===== src/hw/rtl/nrce_pkg.sv =====
// Shared types, character codes and the digit accumulate function for the
// NMEA RMC coordinate extractor. No dependencies.
`timescale 1ns / 1ps

package nrce_pkg;

    localparam int ACC_W      = 30;
    localparam int COUNT_W    = 4;
    localparam int BYTE_W     = 8;
    localparam int CFG_INDEX_W = 1;
    localparam int CFG_DATA_W = 4;
    localparam int OUT_TDATA_W = 128;

    localparam logic [BYTE_W-1:0] CHAR_COMMA = 8'h2C;
    localparam logic [BYTE_W-1:0] CHAR_DOT   = 8'h2E;
    localparam logic [BYTE_W-1:0] CHAR_CR    = 8'h0D;
    localparam logic [BYTE_W-1:0] CHAR_LF    = 8'h0A;
    localparam logic [BYTE_W-1:0] CHAR_ZERO  = 8'h30;
    localparam logic [BYTE_W-1:0] CHAR_NINE  = 8'h39;

    localparam logic [COUNT_W-1:0] COUNT_MAX     = 4'd15;
    localparam logic [COUNT_W-1:0] LAT_INDEX_RST = 4'd3;
    localparam logic [COUNT_W-1:0] LON_INDEX_RST = 4'd5;
    localparam logic [ACC_W-1:0]   ACC_MAX       = 30'd999999999;

    typedef enum logic [CFG_INDEX_W-1:0] {
        REG_LAT_FIELD_INDEX = 1'b0,
        REG_LON_FIELD_INDEX = 1'b1
    } cfg_reg_t;

    typedef struct packed {
        logic              fire;
        logic [BYTE_W-1:0] byte_value;
        logic              end_of_text;
    } step_t;

    typedef struct packed {
        logic             valid;
        logic             parse_ok;
        logic [ACC_W-1:0] lat_whole;
        logic [ACC_W-1:0] lat_fraction;
        logic [ACC_W-1:0] lon_whole;
        logic [ACC_W-1:0] lon_fraction;
    } result_t;

    // Appends one decimal digit and saturates at the largest nine-digit value.
    function automatic logic [ACC_W-1:0] push_digit(input logic [ACC_W-1:0] acc,
                                                    input logic [3:0] digit);
        logic [ACC_W+3:0] sum;
        sum = ({4'b0, acc} << 3) + ({4'b0, acc} << 1) + {{ACC_W{1'b0}}, digit};
        if (sum > {4'b0, ACC_MAX})
        begin
            return ACC_MAX;
        end
        return sum[ACC_W-1:0];
    endfunction

endpackage


===== src/hw/rtl/nrce_in_stage.sv =====
// Input register for the character stream of the coordinate extractor.
// Depends on nrce_pkg.
`timescale 1ns / 1ps

module nrce_in_stage
    import nrce_pkg::*;
(
    input  logic              clk,
    input  logic              rst_n,
    input  logic              s_tvalid,
    output logic              s_tready,
    input  logic [BYTE_W-1:0] s_tdata,    // byte_value
    input  logic              s_tlast,    // end_of_text
    input  logic              out_busy,
    output step_t             step
);

    logic              valid_reg;
    logic              valid_next;
    logic [BYTE_W-1:0] byte_reg;
    logic              eot_reg;
    logic              advance;

    // A character without the end mark never produces a result, so only an
    // end character has to wait for the output register.
    assign advance  = valid_reg && (!eot_reg || !out_busy);
    assign s_tready = !valid_reg || advance;

    always_comb
    begin
        valid_next = valid_reg;
        if (s_tready)
        begin
            valid_next = s_tvalid;
        end
    end

    always_ff @(posedge clk or negedge rst_n)
    begin
        if (!rst_n)
        begin
            valid_reg <= 1'b0;
        end
        else
        begin
            valid_reg <= valid_next;
        end
    end

    always_ff @(posedge clk)
    begin
        if (s_tready && s_tvalid)
        begin
            byte_reg <= s_tdata;
            eot_reg  <= s_tlast;
        end
    end

    assign step.fire        = advance;
    assign step.byte_value  = byte_reg;
    assign step.end_of_text = eot_reg;

endmodule


===== src/hw/rtl/nrce_parser.sv =====
// Comma counting, field tracking and digit accumulation for one sentence.
// Holds the field index registers. Depends on nrce_pkg.
`timescale 1ns / 1ps

module nrce_parser
    import nrce_pkg::*;
(
    input  logic                   clk,
    input  logic                   rst_n,
    input  logic                   cfg_we,
    input  logic [CFG_INDEX_W-1:0] cfg_index,
    input  logic [CFG_DATA_W-1:0]  cfg_data,
    input  step_t                  step,
    output result_t                result
);

    logic [COUNT_W-1:0] lat_index_reg;
    logic [COUNT_W-1:0] lon_index_reg;
    logic [COUNT_W-1:0] comma_count_reg;
    logic [COUNT_W-1:0] comma_count_next;
    logic               field_stopped_reg;
    logic               field_stopped_next;
    logic               past_dot_reg;
    logic               past_dot_next;
    logic [ACC_W-1:0]   lat_whole_reg;
    logic [ACC_W-1:0]   lat_whole_next;
    logic [ACC_W-1:0]   lat_fraction_reg;
    logic [ACC_W-1:0]   lat_fraction_next;
    logic [ACC_W-1:0]   lon_whole_reg;
    logic [ACC_W-1:0]   lon_whole_next;
    logic [ACC_W-1:0]   lon_fraction_reg;
    logic [ACC_W-1:0]   lon_fraction_next;

    logic               is_comma;
    logic               is_dot;
    logic               is_crlf;
    logic               is_digit;
    logic [3:0]         digit;
    logic               lat_hit;
    logic               lon_hit;
    logic               ok;

    always_ff @(posedge clk or negedge rst_n)
    begin
        if (!rst_n)
        begin
            lat_index_reg <= LAT_INDEX_RST;
            lon_index_reg <= LON_INDEX_RST;
        end
        else if (cfg_we)
        begin
            unique case (cfg_reg_t'(cfg_index))
                REG_LAT_FIELD_INDEX: lat_index_reg <= cfg_data;
                REG_LON_FIELD_INDEX: lon_index_reg <= cfg_data;
                default: ;
            endcase
        end
    end

    assign is_comma = (step.byte_value == CHAR_COMMA);
    assign is_dot   = (step.byte_value == CHAR_DOT);
    assign is_crlf  = (step.byte_value == CHAR_CR) || (step.byte_value == CHAR_LF);
    assign is_digit = (step.byte_value >= CHAR_ZERO) && (step.byte_value <= CHAR_NINE);
    assign digit    = step.byte_value[3:0];
    assign lat_hit  = (lat_index_reg != '0) && (comma_count_reg == lat_index_reg);
    assign lon_hit  = (lon_index_reg != '0) && (comma_count_reg == lon_index_reg);

    always_comb
    begin
        comma_count_next   = comma_count_reg;
        field_stopped_next = field_stopped_reg;
        past_dot_next      = past_dot_reg;
        lat_whole_next     = lat_whole_reg;
        lat_fraction_next  = lat_fraction_reg;
        lon_whole_next     = lon_whole_reg;
        lon_fraction_next  = lon_fraction_reg;
        if (is_comma)
        begin
            if (comma_count_reg != COUNT_MAX)
            begin
                comma_count_next   = comma_count_reg + 4'd1;
                field_stopped_next = 1'b0;
                past_dot_next      = 1'b0;
            end
            else
            begin
                field_stopped_next = 1'b1;
            end
        end
        else if (!field_stopped_reg)
        begin
            priority if (is_crlf)
            begin
                field_stopped_next = 1'b1;
            end
            else if (is_dot)
            begin
                past_dot_next = 1'b1;
            end
            else if (is_digit)
            begin
                if (lat_hit && past_dot_reg)
                begin
                    lat_fraction_next = push_digit(lat_fraction_reg, digit);
                end
                if (lat_hit && !past_dot_reg)
                begin
                    lat_whole_next = push_digit(lat_whole_reg, digit);
                end
                if (lon_hit && past_dot_reg)
                begin
                    lon_fraction_next = push_digit(lon_fraction_reg, digit);
                end
                if (lon_hit && !past_dot_reg)
                begin
                    lon_whole_next = push_digit(lon_whole_reg, digit);
                end
            end
        end
    end

    assign ok = (lat_index_reg != '0) && (lon_index_reg != '0) &&
                (comma_count_next >= lat_index_reg) &&
                (comma_count_next >= lon_index_reg);

    assign result.valid        = step.fire && step.end_of_text;
    assign result.parse_ok     = ok;
    assign result.lat_whole    = ok ? lat_whole_next : '0;
    assign result.lat_fraction = ok ? lat_fraction_next : '0;
    assign result.lon_whole    = ok ? lon_whole_next : '0;
    assign result.lon_fraction = ok ? lon_fraction_next : '0;

    // The end character is folded in first, then the sentence state clears.
    always_ff @(posedge clk or negedge rst_n)
    begin
        if (!rst_n)
        begin
            comma_count_reg   <= '0;
            field_stopped_reg <= 1'b0;
            past_dot_reg      <= 1'b0;
            lat_whole_reg     <= '0;
            lat_fraction_reg  <= '0;
            lon_whole_reg     <= '0;
            lon_fraction_reg  <= '0;
        end
        else if (step.fire && step.end_of_text)
        begin
            comma_count_reg   <= '0;
            field_stopped_reg <= 1'b0;
            past_dot_reg      <= 1'b0;
            lat_whole_reg     <= '0;
            lat_fraction_reg  <= '0;
            lon_whole_reg     <= '0;
            lon_fraction_reg  <= '0;
        end
        else if (step.fire)
        begin
            comma_count_reg   <= comma_count_next;
            field_stopped_reg <= field_stopped_next;
            past_dot_reg      <= past_dot_next;
            lat_whole_reg     <= lat_whole_next;
            lat_fraction_reg  <= lat_fraction_next;
            lon_whole_reg     <= lon_whole_next;
            lon_fraction_reg  <= lon_fraction_next;
        end
    end

endmodule


===== src/hw/rtl/nrce_out_stage.sv =====
// Result register and packing of the result transaction onto the master side.
// Depends on nrce_pkg.
`timescale 1ns / 1ps

module nrce_out_stage
    import nrce_pkg::*;
(
    input  logic                   clk,
    input  logic                   rst_n,
    input  result_t                result,
    output logic                   out_busy,
    output logic                   m_tvalid,
    input  logic                   m_tready,
    output logic [OUT_TDATA_W-1:0] m_tdata
);

    logic             valid_reg;
    logic             valid_next;
    logic             ok_reg;
    logic [ACC_W-1:0] lat_whole_reg;
    logic [ACC_W-1:0] lat_fraction_reg;
    logic [ACC_W-1:0] lon_whole_reg;
    logic [ACC_W-1:0] lon_fraction_reg;

    always_comb
    begin
        valid_next = valid_reg;
        if (result.valid)
        begin
            valid_next = 1'b1;
        end
        else if (m_tready)
        begin
            valid_next = 1'b0;
        end
    end

    always_ff @(posedge clk or negedge rst_n)
    begin
        if (!rst_n)
        begin
            valid_reg <= 1'b0;
        end
        else
        begin
            valid_reg <= valid_next;
        end
    end

    always_ff @(posedge clk)
    begin
        if (result.valid)
        begin
            ok_reg           <= result.parse_ok;
            lat_whole_reg    <= result.lat_whole;
            lat_fraction_reg <= result.lat_fraction;
            lon_whole_reg    <= result.lon_whole;
            lon_fraction_reg <= result.lon_fraction;
        end
    end

    assign out_busy = valid_reg && !m_tready;
    assign m_tvalid = valid_reg;
    assign m_tdata  = {7'b0, lon_fraction_reg, lon_whole_reg, lat_fraction_reg,
                       lat_whole_reg, ok_reg};

endmodule


===== src/hw/rtl/nmea_rmc_coordinate_extract_core.sv =====
// Top level of the NMEA RMC coordinate extractor: input register, parser and
// result register. Depends on nrce_pkg, nrce_in_stage, nrce_parser, nrce_out_stage.
//
//   Channel   Signals                          Carries
//   s_*       s_tvalid s_tready s_tdata s_tlast  one sentence character per transaction
//   m_*       m_tvalid m_tready m_tdata          one coordinate result per sentence
//   cfg_*     cfg_we cfg_index cfg_data          latitude and longitude field indices
//
// One character is accepted every cycle unless an end character waits on a pending result;
// an accepted end character is held in the input register, then its result in the result register.
// Reset clears the sentence state and loads field indices 3 and 5.
// While a result waits on m_tready, plain characters keep flowing; the next end
// character waits in the input register until the result is taken.
`timescale 1ns / 1ps

module nmea_rmc_coordinate_extract_core
    import nrce_pkg::*;
(
    input  logic                   clk,
    input  logic                   rst_n,
    input  logic                   s_tvalid,
    output logic                   s_tready,
    input  logic [BYTE_W-1:0]      s_tdata,    // byte_value
    input  logic                   s_tlast,    // end_of_text
    output logic                   m_tvalid,
    input  logic                   m_tready,
    // parse_ok, lat_whole, lat_fraction, lon_whole, lon_fraction, zero fill
    output logic [OUT_TDATA_W-1:0] m_tdata,
    input  logic                   cfg_we,
    input  logic [CFG_INDEX_W-1:0] cfg_index,
    input  logic [CFG_DATA_W-1:0]  cfg_data
);

    step_t   step;
    result_t result;
    logic    out_busy;

    nrce_in_stage u_in_stage (
        .clk      (clk),
        .rst_n    (rst_n),
        .s_tvalid (s_tvalid),
        .s_tready (s_tready),
        .s_tdata  (s_tdata),
        .s_tlast  (s_tlast),
        .out_busy (out_busy),
        .step     (step)
    );

    nrce_parser u_parser (
        .clk       (clk),
        .rst_n     (rst_n),
        .cfg_we    (cfg_we),
        .cfg_index (cfg_index),
        .cfg_data  (cfg_data),
        .step      (step),
        .result    (result)
    );

    nrce_out_stage u_out_stage (
        .clk      (clk),
        .rst_n    (rst_n),
        .result   (result),
        .out_busy (out_busy),
        .m_tvalid (m_tvalid),
        .m_tready (m_tready),
        .m_tdata  (m_tdata)
    );

`ifndef SYNTH
    a_no_result_overwrite: assert property (@(posedge clk) disable iff (!rst_n)
        (step.fire && step.end_of_text) |-> !(m_tvalid && !m_tready))
        else $error("End character advanced while a result was still waiting.");

    a_result_from_end_char: assert property (@(posedge clk) disable iff (!rst_n)
        $rose(m_tvalid) |-> $past(step.fire && step.end_of_text))
        else $error("Result appeared without an end character.");

    a_failed_parse_zero: assert property (@(posedge clk) disable iff (!rst_n)
        (m_tvalid && !m_tdata[0]) |-> (m_tdata[OUT_TDATA_W-1:1] == '0))
        else $error("Failed parse carries nonzero coordinates.");
`endif

endmodule

===== config.mk =====
export PLATFORM = sky130hd
export DESIGN_NAME = nmea_rmc_coordinate_extract_core
export DESIGN_NICKNAME = d
export VERILOG_FILES = /design/src/hw/rtl/nrce_pkg.sv /design/src/hw/rtl/nrce_in_stage.sv /design/src/hw/rtl/nrce_parser.sv /design/src/hw/rtl/nrce_out_stage.sv /design/src/hw/rtl/nmea_rmc_coordinate_extract_core.sv
export SDC_FILE = /design/constraint.sdc
export NUM_CORES = 1
export LEC_CHECK = 0
export BUFFER_PORTS_ARGS = -buffer_cell sky130_fd_sc_hd__buf_2
export CAP_MARGIN = 20
export CORE_MARGIN = 10
export CORE_UTILIZATION = 50
export CTS_CLUSTER_SIZE = 16
export DETAILED_ROUTE_END_ITERATION = 6
export PLACE_DENSITY = 0.65
export SETUP_SLACK_MARGIN = 0.02
export SYNTH_ARGS = -nofsm -noshare
export SYNTH_HDL_FRONTEND = slang
export SYNTH_HIERARCHICAL = 1
export SYNTH_SLANG_ARGS = --single-unit

===== constraint.sdc =====
create_clock -name clk -period 11 [get_ports clk]
set_input_delay 3.3 -clock clk [delete_from_list [all_inputs] [get_ports clk]]
set_output_delay 3.3 -clock clk [all_outputs]
set_load 0.1 [all_outputs]

==> run metrics, run 1 <==
status completed; Iteration-0 DRC Markers 1797; Setup CP Type input pin to output pin; Yosys cell types 93; Synth Area in XOR/XNOR 4.14%; Worst Hold Class register to register; crit start category input pin; clk buf depth 3; via count 18534; CORE AREA 0.0411 mm²; Worst-Margin Slew 1.10 ns; post-CTS sizing 0; mean post-synth cell area 9.20 µm²; vias in the first global route 17824; compound-gate portion of the synthesized area 27.6%; NetSw 926 µW; Hold Startpoint u_parser/field_stopped_reg; Hold EP u_parser/field_stopped_reg; largest cells by area after synthesis edfxtp_1 (19%), dfrtp_1 (16%), ha_1 (15%); fin crit share 67.7%; r2r startpoint u_in_stage/byte_reg[3]; die area 0.0504 mm²; CP Max Fanout 3; number of flops mapped to enable cells by yosys 130; post-place instance area 0.0219 mm²; number of clock sinks 266; Total GRT Usage 23.6%; CP peak stage delay 0.32 ns; largest family of logic cells by synthesized area compound AO/OA/AOI/OAI gates; TNS Setup 0 ns; Post-Synth Adder-Cell Area 15.4%; Syn. warnings 6; Leak 10.7 nW; GP Congestion 0.906; share of the synthesized area in the top cell type 18.7%; wirelength, routed 61300 µm; clk_lat worst skew 0.55 ns; Internal Power 1.99 mW; Post-Syn Instances 2273; Sw Share 31.8%; Crit path max-delay family buffers and inverters; WHS 0.494 ns; f_max 134 MHz; final instance area 0.0231 mm²; DR DRC count 0; antenna diode count 0; Setup Viol. Count Final 0; reg2reg end u_out_stage/lat_whole_reg[2]; clk_skew 0.0159 ns; sequential fraction of the synthesis area 34.9%; Clock power frac 40.9%; initial antenna violation count 0; post-layout minimum cycle time 7.45 ns; overall power 2.91 mW; FILL cells 3707; cell taking the most area after synthesis edfxtp_1; Crit path buffers/inverters 2; placed cell count 2837; final worst slack 3.55 ns; ys flop type dfrtp_1; CP most frequent cell buf_2; die height 225 µm; combinational power share 20.0%; final net count 2615; critical path required time 7.70 ns; share of layout cells above drive strength 1 12.7%; WP data arrival 4.15 ns; Pwr Density 126 mW/mm²; Via-to-Cell Ratio 6.39; Core Rows 74; Worst R2R Setup Slack 5.26 ns; initial core utilization 50.9%; global route overflow 0; flops & latches, synth 266; Layout Cells excl Fill 2901; post-synthesis simple-gate area fraction 13.4%; number of max-cap violations 0; pin count of the biggest net entering global routing 76; Setup crit end kind output pin; critical path's slowest cell buf_2; Root Buffer clkbuf_16; RSZ-0062 raised after global routing no; Slew Limit Fails 0; final core occ 56.3%; critical path cell sequence buf_2 -> nor2b_4 -> nand3_2 -> buf_2; placed wire-length estimate 43800 µm; TritonRoute pass-1 iters 6; Die Span X 225 µm; Reg2Reg Depth 14; Hold Path Stages 2; post-synthesis cell area 0.0209 mm²; Synth async-reset ratio 51.1%; Max VDD drop 0.000122 V; Post-CTS Setup Bufs 0; Avg WL per Cell 21.1 µm; H-tree Lvls 2; CTS Buf Count 34; Layout area overhead 10.6%; Buffers on Ports 141; dpl ws 3.55 ns; multiplexer share of the synthesized area 0.622%; Top-Level Pins 149; TritonCTS clock tree done; Clock Pin Slew Worst Setup and Hold Paths 0.06 ns; first-pass GRT wire length 97100 µm; Rel. slew slack 26.8%; CTS Hold Bufs 0; Hold Fails Final Rpt 0; Routed Antenna Nets 0; sequential power share 39.1%
## metal layers
metal / track usage (%) / vias up / part of all wire [%]
li1: - / 8796 / -
met1: 31.5 / 9067 / 45
met2: 39.4 / 599 / 47
met3: 3.34 / 72 / 6.0
met4: 6.23 / 0 / 1.8
met5: 0 / - / 0
## synth_stat cells, types with 11 or more instances
cell type,count
ha_1,245
a21oi_1,216
o21ai_0,208
nand2_1,176
nor2_1,143
dfrtp_1,132
edfxtp_1,130
clkbuf_1,101
a31oi_1,75
inv_1,59
xnor2_1,59
a21o_1,56
nand3_1,44
xor2_1,40
nor3_1,35
a31o_2,27
and3_1,24
nand4_1,23
o21a_1,23
and2_1,22
nand2b_1,20
o21bai_1,20
o211ai_1,19
o31a_1,19
o22ai_1,16
buf_2,15
o31ai_1,15
nor2b_1,14
a211oi_1,13
o221ai_1,13
or3_1,13
buf_4,12
o21ai_1,11
o2bb2ai_1,11
## cell families (layout without fill, tap and decap cells)
group,count (synthesis),in the layout
buffers and inverters,192,282
xor gates and xnor gates,99,99
other,1,7
muxes,12,12
adders and majority gates,253,253
and+or+nand+nor,573,573
DFF,266,266
AOI/OAI and AO/OA,877,877
## cell usage in the layout (no fill, tap or decap), types with 57 or more instances in the layout
cell,count
inv_1,57
ha_1,245
xnor2_1,59
o21ai_0,208
dfrtp_1,132
nor2_1,140
edfxtp_1,130
nand2_1,175
a31oi_1,75
buf_2,140
a21oi_1,216
## power groups by stage
| stage | Sequential [mW] | Clock (mW) | Combinational, mW |
|---|---|---|---|
| final | 1.14 | 1.19 | 0.582 |
| after global routing | 1.14 | 1.25 | 0.626 |
| after CTS | 1.14 | 1.22 | 0.574 |
| after detailed placement | 1.16 | 0 | 0.569 |
| after global placement | 1.16 | 0 | 0.558 |
| after floorplan | 1.28 | 0 | 0.313 |
## worst max path at each step
stage	startpoint	to	slack [ns]	cells past startpoint
finish	m_tready	s_tready	3.55	4
global placement	m_tready	s_tready	3.56	4
global route	m_tready	s_tready	3.52	4
CTS	m_tready	s_tready	3.55	4
detailed placement	m_tready	s_tready	3.55	4
floorplan	m_tready	u_out_stage/lat_fraction_reg[0]	2.78	7
## worst min-delay path, stage by stage, from the launching register on
cell and delay [ns]:
dfrtp_1 0.35, nand2_1 0.06, o41ai_1 0.05
## final cells by class
| cell class | instances | area, µm² | share of cell area [%] |
|---|---|---|---|
| inverter | 60 | 231 | 1.00 |
| tap | 532 | 666 | 2.88 |
| timing repair buffer | 160 | 865 | 3.73 |
| multi-input combinational | 1821 | 12900 | 55.6 |
| clock inverter | 15 | 198 | 0.854 |
| sequential | 266 | 7310 | 31.6 |
| clock buffer | 47 | 1000 | 4.34 |
Power figures use the tool's default switching activity.
==> inputs of run 2 (changes only) <==
Settings changed: ABC_AREA set to 1.
Clock period 11 ns to 7.3 ns, I/O delays scaled along.
==> run metrics, run 2 <==
pin count of the biggest net entering global routing 97 (+28%); commonest non-fill, non-tap cell in the layout nand2_1; Top-Level Pins 149 (unchanged); CP peak stage delay 0.43 ns (+0.11 ns); Sw Share 29.2% (-2.6 points); Via-to-Cell Ratio 5.28 (-17%); CORE AREA 0.0492 mm² (+20%); vias in the first global route 22313 (+25%); f_max 196 MHz; Worst R2R Setup Slack 2.53 ns (-2.73 ns); Synth async-reset ratio 51.1% (unchanged); Die Span X 243 µm (+8.3%); Reg2Reg Depth 22 (+8); cell taking the most area after synthesis nand2_1; Clock power frac 43.0% (+2.1 points); crit start category input pin; global route overflow 0 (unchanged); Rel. slew slack 31.3% (+4.5 points); Setup Viol. Count Final 0 (unchanged); Total GRT Usage 24.6% (+0.99 points); Setup crit end kind output pin; TNS Setup 0 ns (unchanged); first-pass GRT wire length 120000 µm (+24%); critical path's slowest cell buf_2; Syn. warnings 6 (unchanged); clk buf depth 3 (unchanged); wirelength, routed 74200 µm (+21%); FILL cells 4881 (+32%); WP data arrival 2.92 ns (-1.23 ns); Worst Hold Class register to register; CP Capture Point s_tready; initial core utilization 50.7% (-0.20 points); count leader, synth nand2_1; post-CTS sizing 0 (unchanged); Internal Power 2.62 mW (+32%); Buffers on Ports 141 (unchanged); commonest cells after routing, fill and taps aside nand2_1 (1319), inv_1 (431), nor2_1 (406), nand3_1 (289), ha_1 (245); mean post-synth cell area 6.70 µm² (-27%); Routed Antenna Nets 0 (unchanged); RSZ-0062 raised after global routing no; flops & latches, synth 266 (unchanged); fin crit share 70.0%; FF/Latch Area 0.00731 mm² (unchanged); Hold Fails Final Rpt 0 (unchanged); sequential fraction of the synthesis area 29.3% (-5.6 points); GP Congestion 0.974 (+7.5%); top cells by count, synth nand2_1 (1319), inv_1 (434), nor2_1 (407), nand3_1 (289), ha_1 (245); H-tree Lvls 1 (-1); DR DRC count 0 (unchanged); post-synthesis cell area 0.0249 mm² (+19%); number of flops mapped to enable cells by yosys 130 (unchanged); clk_skew 0.0170 ns (+0.00112 ns); final net count 4094 (+57%); ys flop type dfrtp_1; Layout area overhead 9.30%; TritonRoute pass-1 iters 5 (-1); sequential power share 44.6% (+5.5 points); Crit. Startpoint m_tready; Avg WL per Cell 16.4 µm (-22%); Pwr Density 136 mW/mm² (+8.1%); Root Buffer clkbuf_16; Max VDD drop 0.000185 V (+52%); post-layout minimum cycle time 5.11 ns; Hold Path Stages 2 (unchanged); status completed; Slew Limit Fails 0 (unchanged); Post-Syn Instances 3717 (+64%); Clock Pin Slew Worst Setup and Hold Paths 0.06 ns (about the same); NetSw 1.08 mW (+17%); critical path cell sequence buf_2 -> inv_1 -> nand2_2 -> inv_1 -> nand3_2 -> buf_2; multi-input logic area 0.0154 mm² (+20%); share of layout cells above drive strength 1 12.1% (-0.66 points); Worst-Margin Slew 1.03 ns (-0.0658 ns); Setup CP Type input pin to output pin; WHS 0.513 ns (+0.0195 ns); combinational power share 12.5% (-7.5 points); die height 243 µm (+8.3%); Yosys cell types 58 (-38%); die area 0.0592 mm² (+17%); clk_lat worst skew 0.60 ns (+0.05 ns); TritonCTS clock tree done; Core Rows 81 (+9.5%); Post-CTS Setup Bufs 0 (unchanged); CTS Hold Bufs 0 (unchanged); number of clock sinks 266 (unchanged); largest cells by area after synthesis nand2_1 (20%), edfxtp_1 (16%), dfrtp_1 (13%); initial antenna violation count 1 (+1); reg2reg end u_out_stage/lon_fraction_reg[2]; r2r startpoint u_in_stage/byte_reg[3]; placed wire-length estimate 57700 µm (+32%); Leak 14.7 nW (+38%); CP Max Fanout 3 (unchanged); via count 23800 (+28%); antenna diode count 0 (unchanged); critical path required time 5.11 ns (-2.59 ns); share of the synthesized area in the top cell type 19.9% (+1.2 points); CTS Buf Count 31 (-8.8%); Iteration-0 DRC Markers 1843 (+2.6%); number of max-cap violations 0 (unchanged)
run 2: cell count changes in the layout (fill, tap and decap cells not counted), moves of 48 or more:
cell     delta
a21o_1     -52
a21oi_1    -64
a31oi_1    -74
inv_1     +374
nand2_1  +1144
nand3_1   +245
nand3_2    +61
nor2_1    +266
o21ai_0   -139
or2_2      +74
xnor2_1    -48
run 2: worst max-delay path: cells and delay by family:
kind	cells	cell delay [ns]
simple gates	2	0.13
buf+inv	4	0.61
run 2: cell type report:
class / count / area share (%)
multi-input combinational: 2911 / 56.6
sequential: 266 / 26.8
inverter: 453 / 6.31
timing repair buffer: 159 / 3.35
clock buffer: 42 / 3.19
tap: 664 / 3.05
clock inverter: 16 / 0.616
run 2: kinds of logic (layout without fill, tap and decap cells):
logic type	after synthesis	after routing	synth area share, %
DFF	266	266	29.3
xor gates and xnor gates	33	33	1.16
adders and majority gates	253	253	12.9
buffers and inverters	546	670	8.87
and+or+nand+nor	2344	2344	41.6
other	1	7	0.0151
AOI/OAI and AO/OA	274	274	6.07
run 2: worst min path at each step:
| stage | start | endpoint |
|---|---|---|
| floorplan | u_parser/lon_index_reg[2] | u_parser/lon_index_reg[2] |
| global placement | u_out_stage/m_tvalid | u_out_stage/m_tvalid |
| detailed placement | u_out_stage/m_tvalid | u_out_stage/m_tvalid |
| CTS | u_out_stage/m_tvalid | u_out_stage/m_tvalid |
| global route | u_out_stage/m_tvalid | u_out_stage/m_tvalid |
| finish | u_out_stage/m_tvalid | u_out_stage/m_tvalid |
run 2: metal layers:
metal,global-route usage [%],vias up,part of all wire [%]
met5,0,-,0.027
met4,6.29,2,2.7
met3,3.50,95,5.6
met2,39.0,600,44
met1,34.4,10931,48
li1,-,12172,-
run 2: stage by stage:
stage                     total power, mW  utilization [%]  instances  area [µm²]  setup slack, ns
after CTS                            3.74             55.4       4511       27200             2.19
after floorplan                      2.03                -       3723       24900             1.53
after detailed placement             2.14             53.3       4453       26200             2.19
final                                3.70             55.4       4511       27200             2.19
after global routing                 3.83             55.4       4511       27200             2.14
after global placement               2.14             53.2       4451       26100             2.18
run 2: power by group through the flow:
stage | Sequential, mW | Combinational (mW) | Clock (mW)
final | 1.65 | 0.463 | 1.59
after global routing | 1.65 | 0.491 | 1.69
after CTS | 1.65 | 0.467 | 1.62
after detailed placement | 1.68 | 0.466 | 0
after global placement | 1.68 | 0.461 | 0
after floorplan | 1.87 | 0.160 | 0
